## config.mk

```make
export PLATFORM = sky130hd
export DESIGN_NAME = swh_ctrl
export DESIGN_NICKNAME = d
export VERILOG_FILES = /design/src/sv/swh_pkg.sv /design/src/sv/swh_ctrl.sv
export SDC_FILE = /design/constraint.sdc
export NUM_CORES = 1
export LEC_CHECK = 0
export BUFFER_PORTS_ARGS = -buffer_cell sky130_fd_sc_hd__buf_2
export CORE_MARGIN = 2
export CORE_UTILIZATION = 35
export CTS_BUF_LIST = sky130_fd_sc_hd__clkbuf_4
export DETAILED_ROUTE_END_ITERATION = 10
export PLACE_DENSITY = 0.6
export SYNTH_ARGS = -nofsm -noshare
export SYNTH_HDL_FRONTEND = slang
export SYNTH_SLANG_ARGS = --single-unit
```

## constraint.sdc

```tcl
create_clock -name clk -period 1.9 [get_ports clk]
set_clock_uncertainty 0.2 [all_clocks]
set_input_delay 0.19 -clock clk [delete_from_list [all_inputs] [get_ports clk]]
set_output_delay 0.19 -clock clk [all_outputs]
set_load 0.02 [all_outputs]
```

## src/sv/swh_pkg.sv

```systemverilog
// shared types, constants and a helper function for the pattern word histogram
package swh_pkg;

  localparam int WINDOW_MAX = 1024;
  localparam int WORD_MAX   = 7;
  localparam int RING_DEPTH = WINDOW_MAX + 1;
  localparam int RING_AW    = $clog2(RING_DEPTH);
  localparam int WL_W       = 11;
  localparam int WD_W       = 3;
  localparam int SAMPLE_W   = 16;
  localparam int SUM_W      = 29;
  localparam int SQ_W       = 45;
  localparam int MAG_W      = 26;
  localparam int SEEN_W     = 13;
  localparam int SEEN_MAX   = 8191;
  localparam int HIST_AW    = 14;
  localparam int CNT_W      = 13;
  localparam int COUNT_MAX  = 8191;
  localparam int MUL_A_W    = 52;
  localparam int MUL_B_W    = 48;
  localparam int MUL_D_W    = 16;
  localparam int MUL_P_W    = 100;
  localparam int RECIP_SH   = 20;
  localparam int RECIP_W    = RECIP_SH + 1;
  localparam int NUM_W      = 13;
  localparam int CFG_WORD_LEN   = 0;
  localparam int CFG_WINDOW_LEN = 1;

  typedef struct packed {
    logic                       op;
    logic signed [SAMPLE_W-1:0] sample;
    logic                       series_start;
    logic [HIST_AW-1:0]         bin_index;
  } swh_in_t;

  typedef struct packed {
    logic               word_valid;
    logic [HIST_AW-1:0] word;
    logic               counted;
    logic [CNT_W-1:0]   bin_count;
  } swh_out_t;

  typedef enum logic [3:0] {
    ACT_NONE, ACT_ACCEPT, ACT_CLR, ACT_PUSH, ACT_BASE, ACT_BASEW, ACT_MSTART, ACT_MLATCH,
    ACT_SEGB, ACT_SEGW, ACT_SYM, ACT_WORD, ACT_HRD, ACT_HWR, ACT_RDA, ACT_LOAD
  } swh_act_t;

  typedef enum logic [3:0] {
    ST_QWL, ST_SS, ST_TWL, ST_SLEN, ST_D100, ST_DSQ, ST_LL, ST_C, ST_VC
  } swh_step_t;

  typedef struct packed {
    swh_act_t  act;
    swh_step_t step;
  } swh_cmd_t;

  typedef struct packed {
    logic clr_last;
    logic is_read;
    logic series_start;
    logic window_ok;
    logic flat;
    logic last_seg;
    logic mul_busy;
    logic word_new;
    logic out_busy;
  } swh_stat_t;

  // ceil(2^20 / wd) for the segment bound division
  function automatic logic [RECIP_W-1:0] swh_recip(input logic [WD_W-1:0] wd);
    logic [RECIP_W-1:0] r;
    case (wd)
      3'd2:    r = RECIP_W'(524288);
      3'd3:    r = RECIP_W'(349526);
      3'd4:    r = RECIP_W'(262144);
      3'd5:    r = RECIP_W'(209716);
      3'd6:    r = RECIP_W'(174763);
      3'd7:    r = RECIP_W'(149797);
      default: r = RECIP_W'(1048576);
    endcase
    return r;
  endfunction

endpackage

```

## src/sv/swh_ctrl.sv

```systemverilog
// controller state machine sequencing the datapath
module swh_ctrl (
  input  logic               clk,
  input  logic               rst_n,
  input  logic               in_valid,
  output logic               in_stall,
  input  swh_pkg::swh_stat_t stat,
  output swh_pkg::swh_cmd_t  cmd
);
  import swh_pkg::*;

  typedef enum logic [15:0] {
    S_CLR   = 16'h0001,
    S_IDLE  = 16'h0002,
    S_PUSH  = 16'h0004,
    S_CHK   = 16'h0008,
    S_BASE  = 16'h0010,
    S_BASEW = 16'h0020,
    S_MGO   = 16'h0040,
    S_MWAIT = 16'h0080,
    S_SEGB  = 16'h0100,
    S_SEGW  = 16'h0200,
    S_SYM   = 16'h0400,
    S_WORD  = 16'h0800,
    S_HRD   = 16'h1000,
    S_HWR   = 16'h2000,
    S_RDA   = 16'h4000,
    S_FIN   = 16'h8000
  } swh_state_t;

  swh_state_t state_r, state_nxt;
  swh_step_t  step_r, step_nxt;
  logic       clr_item_r, clr_item_nxt;
  swh_act_t   act;

  always_comb begin
    state_nxt    = state_r;
    step_nxt     = step_r;
    clr_item_nxt = clr_item_r;
    act          = ACT_NONE;
    unique case (state_r)
      S_CLR: begin
        act = ACT_CLR;
        if (stat.clr_last) begin
          state_nxt    = clr_item_r ? S_PUSH : S_IDLE;
          clr_item_nxt = 1'b0;
        end
      end
      S_IDLE: begin
        if (in_valid) begin
          act = ACT_ACCEPT;
          if (stat.is_read) begin
            state_nxt = S_RDA;
          end else if (stat.series_start) begin
            state_nxt    = S_CLR;
            clr_item_nxt = 1'b1;
          end else begin
            state_nxt = S_PUSH;
          end
        end
      end
      S_PUSH: begin
        act       = ACT_PUSH;
        state_nxt = S_CHK;
      end
      S_CHK: begin
        state_nxt = stat.window_ok ? S_BASE : S_FIN;
      end
      S_BASE: begin
        act       = ACT_BASE;
        state_nxt = S_BASEW;
      end
      S_BASEW: begin
        act       = ACT_BASEW;
        step_nxt  = ST_QWL;
        state_nxt = S_MGO;
      end
      S_MGO: begin
        act       = ACT_MSTART;
        state_nxt = S_MWAIT;
      end
      S_MWAIT: begin
        if (!stat.mul_busy) begin
          act       = ACT_MLATCH;
          state_nxt = S_MGO;
          case (step_r)
            ST_QWL:  step_nxt = ST_SS;
            ST_SS:   state_nxt = S_SEGB;
            ST_TWL:  step_nxt = ST_SLEN;
            ST_SLEN: step_nxt = ST_D100;
            ST_D100: step_nxt = ST_DSQ;
            ST_DSQ:  step_nxt = ST_LL;
            ST_LL:   step_nxt = ST_C;
            ST_C:    step_nxt = ST_VC;
            default: state_nxt = S_SYM;
          endcase
        end
      end
      S_SEGB: begin
        act       = ACT_SEGB;
        state_nxt = S_SEGW;
      end
      S_SEGW: begin
        act = ACT_SEGW;
        if (stat.flat) begin
          state_nxt = S_SYM;
        end else begin
          step_nxt  = ST_TWL;
          state_nxt = S_MGO;
        end
      end
      S_SYM: begin
        act       = ACT_SYM;
        state_nxt = stat.last_seg ? S_WORD : S_SEGB;
      end
      S_WORD: begin
        act       = ACT_WORD;
        state_nxt = stat.word_new ? S_HRD : S_FIN;
      end
      S_HRD: begin
        act       = ACT_HRD;
        state_nxt = S_HWR;
      end
      S_HWR: begin
        act       = ACT_HWR;
        state_nxt = S_FIN;
      end
      S_RDA: begin
        act       = ACT_RDA;
        state_nxt = S_FIN;
      end
      S_FIN: begin
        if (!stat.out_busy) begin
          act       = ACT_LOAD;
          state_nxt = S_IDLE;
        end
      end
      default: begin
        state_nxt = S_IDLE;
      end
    endcase
  end

  always_ff @(posedge clk) begin
    if (!rst_n) begin
      state_r    <= S_CLR;
      step_r     <= ST_QWL;
      clr_item_r <= 1'b0;
    end else begin
      state_r    <= state_nxt;
      step_r     <= step_nxt;
      clr_item_r <= clr_item_nxt;
    end
  end

  assign in_stall = (state_r != S_IDLE);
  assign cmd.act  = act;
  assign cmd.step = step_r;

endmodule

```

# After elaboration in Yosys (flattened, before gate mapping)
# Index checks and enable logic that the tools add are counted.
dict set report word_totals {
  memories 0
  mem_bits_ro 0
  ram_bits 0
  latchBits 0
  elab_cells 69
  output_inout_bits 9
  register_bits 21
}
dict set report classes {
  mul 0
  n_bitwise 0
  n_mux 26
  eq_ne 32
  div 0
  add_sub_neg 0
  shift 0
  magnitude_cmp 0
  n_reduce_logical 8
}
# op n
set op_table {}
lappend op_table {{$pmux 16 s15} 1}
lappend op_table {{$mux 16} 6}
lappend op_table {{$pmux 4 s15} 1}
lappend op_table {{$pmux 4 s7} 1}
lappend op_table {{$pmux 11 s2} 1}
lappend op_table {{$eq 16x1->1 const B} 1}
lappend op_table {{$eq 16x10->1 const B} 1}
lappend op_table {{$eq 16x11->1 const B} 1}
lappend op_table {{$eq 16x12->1 const B} 1}
lappend op_table {{$eq 16x13->1 const B} 1}
lappend op_table {{$eq 16x14->1 const B} 1}
lappend op_table {{$eq 16x15->1 const B} 1}
lappend op_table {{$eq 16x16->1 const B} 1}
lappend op_table {{$eq 16x2->1 const B} 1}
lappend op_table {{$eq 16x3->1 const B} 1}
lappend op_table {{$eq 16x4->1 const B} 1}
lappend op_table {{$eq 16x5->1 const B} 1}
lappend op_table {{$eq 16x6->1 const B} 1}
lappend op_table {{$eq 16x7->1 const B} 1}
lappend op_table {{$eq 16x8->1 const B} 1}
lappend op_table {{$eq 16x9->1 const B} 1}
lappend op_table {{$eq 4x3->1 const B} 4}
lappend op_table {{$ne 16x2->1 const B} 1}
lappend op_table {{$mux 15} 1}
lappend op_table {{18 further kinds} 34}

# Depth between registers and ports, before layout
dict set report depth {
  ltp_word 5
  depth_mapped 7
  depth_no_buf 5
}

# Worst setup path before layout
# No wires, ideal clock.
dict set report synth_timing {
  path_kind {register to output}
  startpoint {register state_r[8]}
  endpoint {output cmd[4] (netlist name)}
  arrival_ns 1.910
  slack_ns -0.400
  stages_incl_launch_ff 6
  required_ns 1.510
  path_cell_list {dfxtp_1 > nor4_2 > buf_6 > nand3_1 > or3_1 > o311ai_1}
}
# element line
set synth_lines {}
lappend synth_lines {{start, declared} swh_ctrl.sv:31} ;# swh_state_t state_r, state_nxt;
lappend synth_lines {{start signal, assigned} swh_ctrl.sv:150} ;# state_r <= state_nxt;
lappend synth_lines {{end, declared} swh_ctrl.sv:8} ;# output swh_pkg::swh_cmd_t cmd

==> flow_summary.toml <==
[floorplanning]
coreArea_sq_um = 3720
die_h_microns = 66.6
io_pins = 21
die_width_microns = 66.6
rows = 22
dieArea_sq_um = 4430
initial_core_util_pct = 36.9

[critical_path]
endpoint_kind = "output port"
cp_max_fo = 4
path_common_cell = "buf_4"
critical_path_arrival_ns = 2.05
cp_slowest_stage_delay_ns = 0.40
critPathTopFamily = "buffers and inverters"
timing.rr.start = "state_r[3]"
start_kind = "register"
critPathKind = "reg2out"
r2r_slack_ns = -0.37
r2r-end = "step_r[1]"
critPathRequiredTime_ns = 1.51
cp_slowest_cell = "nor4_4"
cp_cell_sequence = "nor4_4 -> buf_4 -> nand4_1 -> buf_4 -> buf_4 -> o21bai_2 -> buf_2"
reg2regPathDepth = 8
crit_buf_inv = 4

[logic_synthesis]
seq_area_frac_synth_pct = 30.7
yosys.area_share.xor_xnor_pct = 1.92
synth_top_family_by_area = "simple AND/OR/NAND/NOR gates"
avgSynthCellArea_sq_um = 8.20
synth.area.mux_share_pct = 1.55
synth_edf_count = 0
synth_ff_type = "dfxtp_1"
synth-adder-area-share_pct = 0
synth_compound_area_share_pct = 18.6
synth_seq_cells = 21
ys_types = 49
syn_inst = 167
async_flop_share_pct = 0
synth_nets = 179
syn_area_sq_um = 1370
synth.top_cells.by_count = "dfxtp_1 (21), nor2_1 (21), nand2_1 (11)"
post_synth_and_or_nand_nor_area_fraction_pct = 41.6
yosys.area.top_type = "dfxtp_1"
yosys-top-cells-area = "dfxtp_1 (31%), nor2_1 (5.8%), nor4b_1 (5.1%), nor4_4 (4.7%), nand4_1 (4.1%)"
yosysWarnings = 0
synth.top_cell.area_share_pct = 30.7

[finish]
area_delta_synth_final_pct = 77.4
antenna_cells = 0
stdcell_count = 300
drive_above_1_share_pct = 59.5
final_area_sq_um = 2430
fin_nets = 265
seq_area_sq_um = 442
n_fill_cell = 288
multiInputGateArea_sq_um = 1140

[sta]
finalMaxSlewViolations = 0
setup_ws_ns = -0.541
slew_headroom_pct = 61.7
hold_viol = 1
rsz0062_at_grt = "yes"
setup_violations = 25
worst_pin_slew_ns = 0.575
period_share_pct = 128
max_freq_mhz = 410
finalCriticalPeriod_ns = 2.44
hold_ws_ns = -0.00317

[pwr]
ir_worst_vdd_uv = 263
swShare_pct = 31.4
p_comb_share_pct = 36.0
pwr-share-clk_pct = 22.1
cellLeakagePower_nw = 0.962
switching_power_w = 0.000343
p_seq_share_pct = 41.9
powerDensity_nw_per_um2 = 450
p_int_w = 0.000750

[placement]
port_buffers = 20
place_inst = 277
dp_slack_ns = -0.247
gp_congestion = 0.849
dpl_cell_area_sq_um = 1920
post-dp-hpwl_microns = 3420

[global_routing]
antenna_found_initial = 0
grt_pass1_vias = 1676
grt_max_degree = 12
grt_pass1_wl_microns = 7360
track_usage_pct = 21.8
grt_overflow = 0

[routing]
vias_per_cell = 5.72
drc_errors = 0
dr.pass1.iters = 4
drtIter0Drc = 80
drt.antenna.violating_nets = 0
num_vias = 1717
wl_per_cell_microns = 16.7
routed_wl_microns = 5020

[min_path]
min_path_type = "in2reg"
hold_start = "stat[4]"
hold_depth = 3
min_to = "state_r[10]"

[clock_network]
htreeDepth = 1
cts_buffers = 3
cts.path.max_buffers = 2
cts_sinks = 21
cts_root_buf = "clkbuf_4"
clk_pin_slew_ns = 0.12
cts_tree = "done"
insertion_delay_ns = 0.32

[job]
drv_cap = 0

[status]
violations = "hold timing, setup timing"
status = "finished, violations left"
## cell type report
| class | instances | share of cell area, % |
|---|---|---|
| Multi-Input combinational cell | 131 | 46.9 |
| Timing Repair Buffer | 86 | 29.6 |
| Sequential cell | 21 | 18.2 |
| Tap cell | 48 | 2.47 |
| Inverter | 10 | 1.54 |
| Clock buffer | 4 | 1.24 |
## how the worst max path moves through the flow
stage | from | endpoint | cells after the start
2_1_floorplan | state_r[15] | cmd[4] | 4
3_3_place_gp | state_r[3] | cmd[5] | 6
3_5_place_dp | state_r[3] | cmd[5] | 6
4_1_cts | state_r[0] | cmd[5] | 6
5_1_grt | state_r[3] | cmd[5] | 6
6_report | state_r[3] | cmd[7] | 7
## what timing repair did
action | CTS | global route
pin swaps | 14 | 24
buffers inserted | 4 | 12
hold buffers | 5 | 1
gates resized for setup | 22 | 59
gates cloned | 0 | 0
endpoints found under the hold margin | 8 | 1
endpoints found under the setup margin | 24 | 26
## power by group through the flow
stage / Sequential [W] / Combinational (W) / Clock [W]
floorplan: 0.000469 / 0.000136 / 0
global placement: 0.000467 / 0.000268 / 0
detailed placement: 0.000467 / 0.000275 / 0
CTS: 0.000458 / 0.000310 / 0.000241
global route: 0.000459 / 0.000414 / 0.000258
finish: 0.000458 / 0.000393 / 0.000242
## worst register-to-register path, delay by kind of cell (launching register included)
| kind | cells | cell delay, ns |
|---|---|---|
| compound gates | 2 | 0.58 |
| flops | 1 | 0.36 |
| simple gates | 3 | 0.59 |
| buf+inv | 3 | 0.44 |
## stage by stage
| stage | total power (W) | setup TNS (ns) | hold WS (ns) | utilization [%] |
|---|---|---|---|---|
| final | 0.00109 | -7.59 | -0.00317 | 65.4 |
| after global routing | 0.00113 | -9.04 | 0.0120 | 65.4 |
| after CTS | 0.00101 | -6.42 | 0.00331 | 56.5 |
| after detailed placement | 0.000742 | -3.77 | 0.228 | 51.7 |
| after global placement | 0.000735 | -2.94 | 0.225 | 51.7 |
| after floorplan | 0.000605 | -1.89 | 0.0964 | - |
## kinds of logic (layout without fill, tap and decap cells)
group	Yosys count	after routing
AOI/OAI and AO/OA	35	35
DFF	21	21
buffers and inverters	15	100
and+or+nand+nor	91	91
xor gates and xnor gates	3	3
muxes	2	2
## layer usage
layer | vias up | global-route usage, % | routed length, microns
li1 | 805 | - | -
met1 | 840 | 25.2 | 2080
met2 | 53 | 38.9 | 2630
met3 | 19 | 2.36 | 135
met4 | 0 | 11.7 | 177
met5 | - | 0 | 0
## registers in the layout (all words and copies together) (netlist names)
name	count
state_r	16
clr_item_r	1
step_r	4
## placed cells by master, fill, tap and decap left out, drive strengths merged, types with 3 or more instances in the layout
cell	instances
a21oi	10
buf	80
clkbuf	4
dfxtp	21
dlygate4sd3	6
inv	10
nand2	11
nand2b	3
nand3	5
nand4	10
nor2	21
nor3	10
nor4	7
nor4b	8
o21ai	7
o22ai	3
No activity file was read; power rests on OpenSTA's default activity.
